[config.mk]
export PLATFORM = sky130hd
export DESIGN_NAME = smoothed_pulse_oscillator
export DESIGN_NICKNAME = d
export VERILOG_FILES = /design/src/rtl/core/spo_pkg.sv /design/src/rtl/core/smoothed_pulse_oscillator.sv /design/src/rtl/core/spo_ctrl.sv /design/src/rtl/core/spo_datapath.sv
export SDC_FILE = /design/constraint.sdc
export NUM_CORES = 2
export LEC_CHECK = 0
export ABC_AREA = 1
export BUFFER_PORTS_ARGS = -buffer_cell sky130_fd_sc_hd__buf_2
export CAP_MARGIN = 25
export CORE_MARGIN = 8
export CORE_UTILIZATION = 40
export CTS_CLUSTER_DIAMETER = 50
export CTS_CLUSTER_SIZE = 30
export DETAILED_ROUTE_END_ITERATION = 12
export PLACE_DENSITY = 0.61
export SLEW_MARGIN = 20
export SYNTH_ARGS = -nofsm -noshare
export SYNTH_HDL_FRONTEND = slang
export SYNTH_SLANG_ARGS = --single-unit
[constraint.sdc]
create_clock -name aclk -period 13.6 [get_ports aclk]
set_clock_uncertainty 0.15 [all_clocks]
set_input_delay 2.04 -clock aclk [delete_from_list [all_inputs] [get_ports aclk]]
set_output_delay 2.04 -clock aclk [all_outputs]
set_load 0.1 [all_outputs]
[src/rtl/core/spo_pkg.sv]
// Shared types, codes and constants of the smoothed pulse oscillator.
// No dependencies; imported by the controller, the datapath and the top level.
`timescale 1ns / 1ps
package spo_pkg;

    // Default build parameters
    localparam int DEF_TABLE_SIZE      = 512;
    localparam int DEF_PHASE_FRAC_BITS = 23;

    // Edge shaping arithmetic
    localparam int DIV_STEPS = 15;                       // 30 fraction bits, 2 per cycle
    localparam logic signed [31:0] TWO_THIRDS_Q30 = 32'sd715827883;
    localparam logic [31:0] RECIP3 = 32'hAAAA_AAAB;      // ceil(2^33 / 3)

    // Register reset values
    localparam logic [31:0] RST_PHASE_STEP_SCALE = 32'd2863312;
    localparam logic [16:0] RST_PULSE_WIDTH      = 17'd65536;
    localparam logic [23:0] RST_BANDWIDTH        = 24'd2560000;
    localparam logic [31:0] RST_SLEW_SCALE       = 32'd429497;
    localparam int          RST_HELD_WIDTH       = 65536;

    // Register indexes
    localparam logic [1:0] CFG_PHASE_STEP_SCALE = 2'd0;
    localparam logic [1:0] CFG_PULSE_WIDTH      = 2'd1;
    localparam logic [1:0] CFG_BANDWIDTH        = 2'd2;
    localparam logic [1:0] CFG_SLEW_SCALE       = 2'd3;

    // Waveform regions
    localparam logic [1:0] RG_RISE = 2'd0;
    localparam logic [1:0] RG_HIGH = 2'd1;
    localparam logic [1:0] RG_FALL = 2'd2;
    localparam logic [1:0] RG_LOW  = 2'd3;

    // Datapath operations
    localparam logic [3:0] OP_NOP    = 4'd0;
    localparam logic [3:0] OP_LOAD   = 4'd1;
    localparam logic [3:0] OP_MUL_S  = 4'd2;
    localparam logic [3:0] OP_MUL_P  = 4'd3;
    localparam logic [3:0] OP_SETUP  = 4'd4;
    localparam logic [3:0] OP_DIV    = 4'd5;
    localparam logic [3:0] OP_SQ     = 4'd6;
    localparam logic [3:0] OP_CUBE   = 4'd7;
    localparam logic [3:0] OP_THIRD  = 4'd8;
    localparam logic [3:0] OP_FIN    = 4'd9;
    localparam logic [3:0] OP_DIFF   = 4'd10;
    localparam logic [3:0] OP_INTERP = 4'd11;
    localparam logic [3:0] OP_ROUND  = 4'd12;

    typedef struct packed {
        logic [3:0] op;
        logic       pt;   // 0: point at the phase index, 1: the point after it
    } spo_cmd_t;

    typedef struct packed {
        logic konst;      // point evaluates to a flat level, no division
    } spo_stat_t;

endpackage

[src/rtl/core/smoothed_pulse_oscillator.sv]
// Smoothed pulse oscillator: one frequency word in, one pulse-wave sample word out.
// Input channel s_*: s_freq (signed Q16.8 Hz), s_sync, s_sync_phase; valid/ready.
// Output channel m_*: m_sample (signed Q1.15), valid/ready, held in an output
// register so the next word can be taken while a sample waits.
// Configuration: cfg_we/cfg_index/cfg_data; the user must see that it is written only
// while the block is idle, as the block itself does not enforce this. A word is loaded
// and scaled, then each of its two table points is set up; an edge point adds a pass of
// the two-bit-per-cycle divider and the square, cube and one-third steps on the shared
// multiplier. One word is in flight at a time: s_ready returns together with m_valid
// once the sample is registered, so a new word is taken only after the last is finished.
// Reset (aresetn low, synchronous) restores the register defaults, clears the
// phase, reloads the held pulse width and empties the output register.
// A stalled receiver holds m_sample; a finished word waits in the last step
// until the output register is free, and s_ready stays low meanwhile.
`timescale 1ns / 1ps
module smoothed_pulse_oscillator #(
    parameter int TABLE_SIZE      = spo_pkg::DEF_TABLE_SIZE,
    parameter int PHASE_FRAC_BITS = spo_pkg::DEF_PHASE_FRAC_BITS
) (
    input  logic               aclk,
    input  logic               aresetn,
    input  logic               cfg_we,
    input  logic [1:0]         cfg_index,
    input  logic [31:0]        cfg_data,
    input  logic               s_valid,
    output logic               s_ready,
    input  logic signed [23:0] s_freq,
    input  logic               s_sync,
    input  logic [31:0]        s_sync_phase,
    output logic               m_valid,
    input  logic               m_ready,
    output logic signed [15:0] m_sample
);
    import spo_pkg::*;

    spo_cmd_t  cmd;
    spo_stat_t stat;

    // Sequencer
    spo_ctrl u_ctrl (
        .aclk    (aclk),
        .aresetn (aresetn),
        .s_valid (s_valid),
        .s_ready (s_ready),
        .m_valid (m_valid),
        .m_ready (m_ready),
        .stat    (stat),
        .cmd     (cmd)
    );

    // Arithmetic and state
    spo_datapath #(
        .TABLE_SIZE      (TABLE_SIZE),
        .PHASE_FRAC_BITS (PHASE_FRAC_BITS)
    ) u_dp (
        .aclk         (aclk),
        .aresetn      (aresetn),
        .cfg_we       (cfg_we),
        .cfg_index    (cfg_index),
        .cfg_data     (cfg_data),
        .s_freq       (s_freq),
        .s_sync       (s_sync),
        .s_sync_phase (s_sync_phase),
        .cmd          (cmd),
        .stat         (stat),
        .m_sample     (m_sample)
    );

endmodule

[src/rtl/core/spo_ctrl.sv]
// Sequencer of the smoothed pulse oscillator: walks the datapath through one word.
// Depends on spo_pkg for operation codes and the command and status types.
`timescale 1ns / 1ps
module spo_ctrl (
    input  logic               aclk,
    input  logic               aresetn,
    input  logic               s_valid,
    output logic               s_ready,
    output logic               m_valid,
    input  logic               m_ready,
    input  spo_pkg::spo_stat_t stat,
    output spo_pkg::spo_cmd_t  cmd
);
    import spo_pkg::*;

    localparam int CNT_W = $clog2(DIV_STEPS);

    localparam logic [3:0] ST_IDLE   = 4'd0;
    localparam logic [3:0] ST_MUL_S  = 4'd1;
    localparam logic [3:0] ST_MUL_P  = 4'd2;
    localparam logic [3:0] ST_SETUP  = 4'd3;
    localparam logic [3:0] ST_DIV    = 4'd4;
    localparam logic [3:0] ST_SQ     = 4'd5;
    localparam logic [3:0] ST_CUBE   = 4'd6;
    localparam logic [3:0] ST_THIRD  = 4'd7;
    localparam logic [3:0] ST_FIN    = 4'd8;
    localparam logic [3:0] ST_DIFF   = 4'd9;
    localparam logic [3:0] ST_INTERP = 4'd10;
    localparam logic [3:0] ST_ROUND  = 4'd11;

    logic [3:0]       state_reg, state_next;
    logic             pt_reg, pt_next;
    logic [CNT_W-1:0] cnt_reg, cnt_next;
    logic             mv_reg, mv_next;

    // Sequence the operations of one word
    always_comb begin
        state_next = state_reg;
        pt_next    = pt_reg;
        cnt_next   = cnt_reg;
        mv_next    = mv_reg && !m_ready;
        cmd.op     = OP_NOP;
        cmd.pt     = pt_reg;
        case (state_reg)
            ST_IDLE: begin
                if (s_valid) begin
                    cmd.op     = OP_LOAD;
                    pt_next    = 1'b0;
                    state_next = ST_MUL_S;
                end
            end
            ST_MUL_S: begin
                cmd.op     = OP_MUL_S;
                state_next = ST_MUL_P;
            end
            ST_MUL_P: begin
                cmd.op     = OP_MUL_P;
                state_next = ST_SETUP;
            end
            ST_SETUP: begin
                cmd.op = OP_SETUP;
                if (!stat.konst) begin
                    cnt_next   = '0;
                    state_next = ST_DIV;
                end else if (pt_reg) begin
                    state_next = ST_DIFF;
                end else begin
                    pt_next = 1'b1;
                end
            end
            ST_DIV: begin
                cmd.op = OP_DIV;
                if (cnt_reg == CNT_W'(DIV_STEPS - 1)) begin
                    state_next = ST_SQ;
                end else begin
                    cnt_next = cnt_reg + 1'b1;
                end
            end
            ST_SQ: begin
                cmd.op     = OP_SQ;
                state_next = ST_CUBE;
            end
            ST_CUBE: begin
                cmd.op     = OP_CUBE;
                state_next = ST_THIRD;
            end
            ST_THIRD: begin
                cmd.op     = OP_THIRD;
                state_next = ST_FIN;
            end
            ST_FIN: begin
                cmd.op = OP_FIN;
                if (pt_reg) begin
                    state_next = ST_DIFF;
                end else begin
                    pt_next    = 1'b1;
                    state_next = ST_SETUP;
                end
            end
            ST_DIFF: begin
                cmd.op     = OP_DIFF;
                state_next = ST_INTERP;
            end
            ST_INTERP: begin
                cmd.op     = OP_INTERP;
                state_next = ST_ROUND;
            end
            ST_ROUND: begin
                // hold until the output register is free
                if (!mv_reg || m_ready) begin
                    cmd.op     = OP_ROUND;
                    mv_next    = 1'b1;
                    state_next = ST_IDLE;
                end
            end
            default: begin
                state_next = ST_IDLE;
            end
        endcase
    end

    always_ff @(posedge aclk) begin
        if (!aresetn) begin
            state_reg <= ST_IDLE;
            pt_reg    <= 1'b0;
            cnt_reg   <= '0;
            mv_reg    <= 1'b0;
        end else begin
            state_reg <= state_next;
            pt_reg    <= pt_next;
            cnt_reg   <= cnt_next;
            mv_reg    <= mv_next;
        end
    end

    assign s_ready = (state_reg == ST_IDLE);
    assign m_valid = mv_reg;

endmodule

[src/rtl/core/spo_datapath.sv]
// Datapath of the smoothed pulse oscillator: registers, shared multiplier, divider.
// Depends on spo_pkg; driven by spo_ctrl through spo_cmd_t.
`timescale 1ns / 1ps
module spo_datapath #(
    parameter int TABLE_SIZE      = spo_pkg::DEF_TABLE_SIZE,
    parameter int PHASE_FRAC_BITS = spo_pkg::DEF_PHASE_FRAC_BITS
) (
    input  logic               aclk,
    input  logic               aresetn,
    input  logic               cfg_we,
    input  logic [1:0]         cfg_index,
    input  logic [31:0]        cfg_data,
    input  logic signed [23:0] s_freq,
    input  logic               s_sync,
    input  logic [31:0]        s_sync_phase,
    input  spo_pkg::spo_cmd_t  cmd,
    output spo_pkg::spo_stat_t stat,
    output logic signed [15:0] m_sample
);
    import spo_pkg::*;

    localparam int TBITS = $clog2(TABLE_SIZE);
    localparam int PW    = TBITS + PHASE_FRAC_BITS;
    localparam int CW    = (TBITS + 10 > 18) ? TBITS + 10 : 18;
    localparam int SW    = (PW > 32) ? PW : 32;
    localparam int TQ8   = TABLE_SIZE * 256;
    localparam logic [CW-1:0] TQ8_C = CW'(TQ8);

    // configuration and state
    logic [31:0]    pss_reg, ss_reg;
    logic [16:0]    pw_reg;
    logic [23:0]    bw_reg;
    logic [PW-1:0]  phase_reg, step_reg;
    logic [CW-1:0]  held_reg, s_reg, rem_reg;
    logic           done_reg, neg_reg, dneg_reg;
    logic [23:0]    f_reg;
    logic [30:0]    quo_reg, sq_reg, cube_reg, third_reg;
    logic signed [31:0] f1_reg, f2_reg, v_reg;
    logic [31:0]    dmag_reg;
    logic [15:0]    sample_reg;

    logic [23:0]    f_abs;
    logic [SW-1:0]  sp_ext;
    logic [TBITS-1:0] idx;
    logic [PHASE_FRAC_BITS-1:0] frac;
    logic [CW-1:0]  p0, p1, p_sel, sh_sum, a2, b2, mag, held_latch;
    logic [1:0]     rg;
    logic           neg_c, ge0;
    logic signed [31:0] kval;
    logic [CW:0]    t1, t2, r1, r2, s_ext;
    logic           g1, g2;
    logic [31:0]    mul_a, mul_b;
    logic [63:0]    prod;
    logic [30:0]    y, q;
    logic signed [31:0] yval, v;
    logic signed [32:0] diff, rv;

    // Fold the frequency and pick the table points
    assign f_abs  = s_freq[23] ? (~s_freq + 24'd1) : s_freq;
    assign sp_ext = SW'(s_sync_phase);
    assign idx    = phase_reg[PW-1:PHASE_FRAC_BITS];
    assign frac   = phase_reg[PHASE_FRAC_BITS-1:0];
    assign p0     = CW'({idx, 8'h00});
    assign p1     = CW'({({1'b0, idx} + 1'b1), 8'h00});
    assign p_sel  = cmd.pt ? p1 : p0;
    assign sh_sum = s_reg + held_reg;
    assign a2     = p_sel << 1;
    assign b2     = (p_sel - held_reg) << 1;

    // Classify the point and set up the edge division
    always_comb begin
        if (p_sel <= s_reg) begin
            rg = RG_RISE;
        end else if (p_sel < held_reg) begin
            rg = RG_HIGH;
        end else if (p_sel <= sh_sum) begin
            rg = RG_FALL;
        end else begin
            rg = RG_LOW;
        end
        stat.konst = 1'b1;
        kval       = TWO_THIRDS_Q30;
        mag        = '0;
        neg_c      = 1'b0;
        case (rg)
            RG_RISE: begin
                if (s_reg != '0) begin
                    stat.konst = 1'b0;
                    if (a2 >= s_reg) begin
                        mag = a2 - s_reg;
                    end else begin
                        mag   = s_reg - a2;
                        neg_c = 1'b1;
                    end
                end
            end
            RG_HIGH: begin
                kval = TWO_THIRDS_Q30;
            end
            RG_FALL: begin
                kval = -TWO_THIRDS_Q30;
                if (s_reg != '0) begin
                    stat.konst = 1'b0;
                    if (s_reg >= b2) begin
                        mag = s_reg - b2;
                    end else begin
                        mag   = b2 - s_reg;
                        neg_c = 1'b1;
                    end
                end
            end
            default: begin
                kval = -TWO_THIRDS_Q30;
            end
        endcase
    end
    assign ge0 = (mag >= s_reg);

    // Clamp the requested pulse width to [s, table length - s], s being the edge width
    always_comb begin
        if (CW'(pw_reg) < s_reg) begin
            held_latch = s_reg;
        end else if (CW'(pw_reg) > TQ8_C - s_reg) begin
            held_latch = TQ8_C - s_reg;
        end else begin
            held_latch = CW'(pw_reg);
        end
    end

    // Two restoring division steps a cycle
    assign s_ext = {1'b0, s_reg};
    assign t1    = {rem_reg, 1'b0};
    assign g1    = (t1 >= s_ext);
    assign r1    = g1 ? t1 - s_ext : t1;
    assign t2    = {r1[CW-1:0], 1'b0};
    assign g2    = (t2 >= s_ext);
    assign r2    = g2 ? t2 - s_ext : t2;

    // Shared multiplier
    always_comb begin
        case (cmd.op)
            OP_MUL_S: begin
                mul_a = 32'(f_reg);
                mul_b = ss_reg;
            end
            OP_MUL_P: begin
                mul_a = 32'(f_reg);
                mul_b = pss_reg;
            end
            OP_SQ: begin
                mul_a = 32'(quo_reg);
                mul_b = 32'(quo_reg);
            end
            OP_CUBE: begin
                mul_a = 32'(sq_reg);
                mul_b = 32'(quo_reg);
            end
            OP_THIRD: begin
                mul_a = 32'(cube_reg);
                mul_b = RECIP3;
            end
            OP_INTERP: begin
                mul_a = dmag_reg;
                mul_b = 32'(frac);
            end
            default: begin
                mul_a = '0;
                mul_b = '0;
            end
        endcase
    end
    assign prod = mul_a * mul_b;

    // Smoothed edge value, interpolation and rounding
    assign y    = quo_reg - third_reg;
    assign yval = neg_reg ? -$signed(32'(y)) : $signed(32'(y));
    assign diff = {f2_reg[31], f2_reg} - {f1_reg[31], f1_reg};
    assign q    = prod[PHASE_FRAC_BITS +: 31];
    assign v    = dneg_reg ? f1_reg - $signed({1'b0, q}) : f1_reg + $signed({1'b0, q});
    assign rv   = {v_reg[31], v_reg} + 33'sd16384;

    // Configuration, phase and pulse latch
    always_ff @(posedge aclk) begin
        if (!aresetn) begin
            pss_reg   <= RST_PHASE_STEP_SCALE;
            pw_reg    <= RST_PULSE_WIDTH;
            bw_reg    <= RST_BANDWIDTH;
            ss_reg    <= RST_SLEW_SCALE;
            phase_reg <= '0;
            held_reg  <= CW'(RST_HELD_WIDTH);
            done_reg  <= 1'b1;
        end else begin
            if (cfg_we) begin
                case (cfg_index)
                    CFG_PHASE_STEP_SCALE: pss_reg <= cfg_data;
                    CFG_PULSE_WIDTH:      pw_reg  <= cfg_data[16:0];
                    CFG_BANDWIDTH:        bw_reg  <= cfg_data[23:0];
                    CFG_SLEW_SCALE:       ss_reg  <= cfg_data;
                    default: ;
                endcase
            end
            if (cmd.op == OP_LOAD && s_sync) begin
                phase_reg <= sp_ext[PW-1:0];
            end
            if (cmd.op == OP_ROUND) begin
                phase_reg <= phase_reg + step_reg;
            end
            if (cmd.op == OP_SETUP && !cmd.pt) begin
                if (rg == RG_RISE && done_reg) begin
                    held_reg <= held_latch;
                    done_reg <= 1'b0;
                end else if (rg == RG_FALL) begin
                    done_reg <= 1'b1;
                end
            end
        end
    end

    // Working registers
    always_ff @(posedge aclk) begin
        case (cmd.op)
            OP_LOAD: begin
                f_reg <= (f_abs > bw_reg) ? bw_reg : f_abs;
            end
            OP_MUL_S: begin
                s_reg <= (prod[55:24] > 32'(TQ8)) ? TQ8_C : CW'(prod[55:24]);
            end
            OP_MUL_P: begin
                step_reg <= prod[36-PHASE_FRAC_BITS +: PW];
            end
            OP_SETUP: begin
                if (stat.konst) begin
                    if (cmd.pt) begin
                        f2_reg <= kval;
                    end else begin
                        f1_reg <= kval;
                    end
                end else begin
                    neg_reg <= neg_c;
                    quo_reg <= {30'd0, ge0};
                    rem_reg <= ge0 ? mag - s_reg : mag;
                end
            end
            OP_DIV: begin
                rem_reg <= r2[CW-1:0];
                quo_reg <= {quo_reg[28:0], g1, g2};
            end
            OP_SQ: begin
                sq_reg <= prod[60:30];
            end
            OP_CUBE: begin
                cube_reg <= prod[60:30];
            end
            OP_THIRD: begin
                third_reg <= prod[63:33];
            end
            OP_FIN: begin
                if (cmd.pt) begin
                    f2_reg <= yval;
                end else begin
                    f1_reg <= yval;
                end
            end
            OP_DIFF: begin
                dneg_reg <= diff[32];
                dmag_reg <= diff[32] ? 32'(-diff) : diff[31:0];
            end
            OP_INTERP: begin
                v_reg <= v;
            end
            OP_ROUND: begin
                sample_reg <= rv[30:15];
            end
            default: ;
        endcase
    end

    assign m_sample = sample_reg;

endmodule

==> results.sh <==
export IMPL_io_pins=114
export IMPL_synth_compound_area_share_pct=11.04
export IMPL_first_global_vias=64910
export IMPL_yosysSeqAreaShare_pct=18.62
export IMPL_yosys_area_share_xor_xnor_pct=4.239
export IMPL_placementRows=158
export IMPL_die_h_um=446.8
export IMPL_hold_violations=0
export IMPL_cts_clk_slew_worst_paths_ps=90
export IMPL_cts_sinks=516
export IMPL_rsz0062_at_grt="false"
export IMPL_fp_dieW_um=446.8
export IMPL_die_area_um2=199600
export IMPL_p_per_area_nw_per_um2=237.3
export IMPL_wire_per_inst_um=21.86
export IMPL_core_area_um2=184800
export IMPL_ys_warnings_count=0
export IMPL_area_growth_pct=8.453
export IMPL_period_needed_ps=13030
export IMPL_finalNonFillerCells=12260
export IMPL_layout_commonest_cell="nand2_1"
export IMPL_postSynthRegisterBits=516
export IMPL_setup_ws_ps=567.2
export IMPL_antenna_found_initial=20
export IMPL_r2r_end="u_dp.v_reg[23]"
export IMPL_r2r_worst_path_cells=44
export IMPL_whs_path_depth=2
export IMPL_num_vias=65800
export IMPL_synthSimpleGateAreaFrac_pct=19.07
export IMPL_crit_type="register to register"
export IMPL_num_fill_cells=18750
export IMPL_grt_pass1_wl_um=402300
export IMPL_drtPass1Iterations=8
export IMPL_fin_area_um2=80510
export IMPL_synth_cells=9688
export IMPL_grt_ovfl_total=0
export IMPL_async_reset_ff_share_pct=0
export IMPL_ff2ff_setup_slack_ps=570
export IMPL_start_util_pct=40.16
export IMPL_worst_slew_pin_slew_ps=1132
export IMPL_vias_per_cell=5.366
export IMPL_cts_tree="built"
export IMPL_muxShareOfSynthArea_pct=0.08596
export IMPL_drv_slew=0
export IMPL_drtIter0Drc=6009
export IMPL_worstHoldStart="u_dp.ss_reg[12]"
export IMPL_synth_edf_count=349
export IMPL_slowest_stage="fa_1"
export IMPL_critical_path_buf_inv_count=9
export IMPL_gp_congestion=1.005
export IMPL_max_slew_margin_rel_pct=24.34
export IMPL_syn_area_per_cell_um2=7.662
export IMPL_drive_above_1_share_pct=5.701
export IMPL_cp_start_kind="register"
export IMPL_hold_class="register to register"
export IMPL_clk_path_buf_depth=3
export IMPL_path_max_fanout=30
export IMPL_hpwl_um=221100
export IMPL_drc=0
export IMPL_cts_inserted_buffers=57
export IMPL_synth_area_um2=74230
export IMPL_worstSkewPairLatency_ps=730
export IMPL_crit_path_frequent_cell="fa_1"
export IMPL_cp_depth=44
export IMPL_setup_viol_count_final=0
export IMPL_grt_max_degree=65
export IMPL_final_cell_mix="nand2_1 (2,110), inv_1 (2,075), fa_1 (904)"
export IMPL_htreeDepth=2
export IMPL_post_synth_fa_ha_maj_area_fraction_pct=34.61
export IMPL_arrival_ps=13270
export IMPL_max_cap_violations=0
export IMPL_clock_fmax_ghz=0.07673
export IMPL_post_dp_cell_area_um2=78200
export IMPL_cts_setup_buffers=0
export IMPL_place_ws_ps=571.3
export IMPL_final_nets=11330
export IMPL_place_port_buffers=113
export IMPL_endpoint_kind="register"
export IMPL_dp_cells=12140
export IMPL_ant_nets=0
export IMPL_cts_root_buf="clkbuf_16"
export IMPL_vdd_drop_max_v=0.0002943
export IMPL_reg2reg_from="u_ctrl.state_reg[2]"
export IMPL_finalCritPeriodShare_pct=95.83
export IMPL_outcome="complete, no violations"
export IMPL_required_ps=13830
export IMPL_p_leak_nw=40.79
export IMPL_synth_top_family_by_area="adder cells"
export IMPL_ys_types=74
export IMPL_crit_path_max_incr_delay_ps=600
export IMPL_cpLargestDelayFamily="adder cells"
export IMPL_hold_end="u_dp.ss_reg[12]"
export IMPL_track_usage_pct=26.25
export IMPL_ys_flop_type="edfxtp_1"
export IMPL_ctsHoldBuffers=0
export IMPL_wirelength_um=268000
cell usage after synthesis, drive strengths merged, types with 15 or more instances:
cell type  instances  share of area, %
a211oi            17              0.17
a21o              25              0.25
a21oi            585               4.0
a221oi            37              0.44
a31oi             45              0.38
buf               28              0.20
clkbuf           281               1.4
clkinv            18             0.093
dfxtp            167               4.5
edfxtp           349                14
fa               904                24
ha               607                10
inv             2096                11
nand2           2156                11
nand3            256               1.8
nand4             85              0.72
nor2             747               3.9
nor3             110              0.78
nor4              31              0.27
o211ai            47              0.48
o21a              43              0.43
o21ai            488               3.3
o21bai            46              0.47
o221ai            15              0.18
or2               24              0.20
xnor2             91               1.1
xor2             264               3.1
power by group:
part           switching [mW]  internal [mW]  leakage, nW
Clock                   0.906          0.922         1.08
Sequential              0.245           2.16         4.66
Combinational            10.3           4.59         35.0
what timing repair did:
action	in CTS	in global routing
gates resized for setup	0	5
endpoints found under the setup margin	0	2
endpoints found under the hold margin	0	0
metal layers:
layer  track usage, %  routed length, µm  vias up
li1                 -                  -    30300
met1            36.14             114200    32410
met2            42.26             121400     2660
met3            3.585              20520      439
met4            9.619              11850        2
met5                0                 11        -
worst max path at each step:
stage | startpoint | end
final | u_ctrl.state_reg[2] | u_dp.v_reg[23]
after CTS | u_ctrl.state_reg[2] | u_dp.v_reg[29]
after global routing | u_ctrl.state_reg[0] | u_dp.v_reg[29]
after global placement | u_ctrl.state_reg[1] | u_dp.v_reg[23]
after floorplan | u_ctrl.state_reg[0] | u_dp.v_reg[30]
after detailed placement | u_ctrl.state_reg[1] | u_dp.v_reg[29]
through the flow:
stage                     setup TNS (ps)  total power [mW]  util, %  hold WS (ps)
after floorplan                        0             11.71        -         274.5
after global placement            -90.87             16.97    42.29         287.2
after detailed placement               0             17.02    42.31         298.9
after CTS                              0             18.98    43.53         309.6
after global routing                   0             20.48    43.54         320.9
final                                  0             19.10    43.56         313.0
cells by family (layout without fill, tap and decap cells):
logic type               after synthesis  after routing
flip-flops                           516            516
buffers and inverters               2423           2498
AND/OR/NAND/NOR                     3437           3437
adder cells (fa/ha/maj)             1511           1511
XOR/XNOR                             355            355
other                                  2             22
AO/OA/AOI/OAI                       1438           1438
multiplexers                           6              6
final cells by class:
class | count | area [µm²] | share of cell area (%)
multi-input combinational | 6757 | 51460 | 63.91
timing repair buffer | 276 | 1893 | 2.351
clock inverter | 46 | 747.0 | 0.9278
sequential | 516 | 13820 | 17.17
tap | 2480 | 3103 | 3.854
clock buffer | 62 | 1508 | 1.873
inverter | 2114 | 7948 | 9.872
antenna | 12 | 30.03 | 0.03730
worst min-delay path: stages (launching register included):
cell and delay, ps:
dfxtp_1 300, inv_1 60, a21oi_1 60
Note: power is estimated with default switching activity, not from simulation.
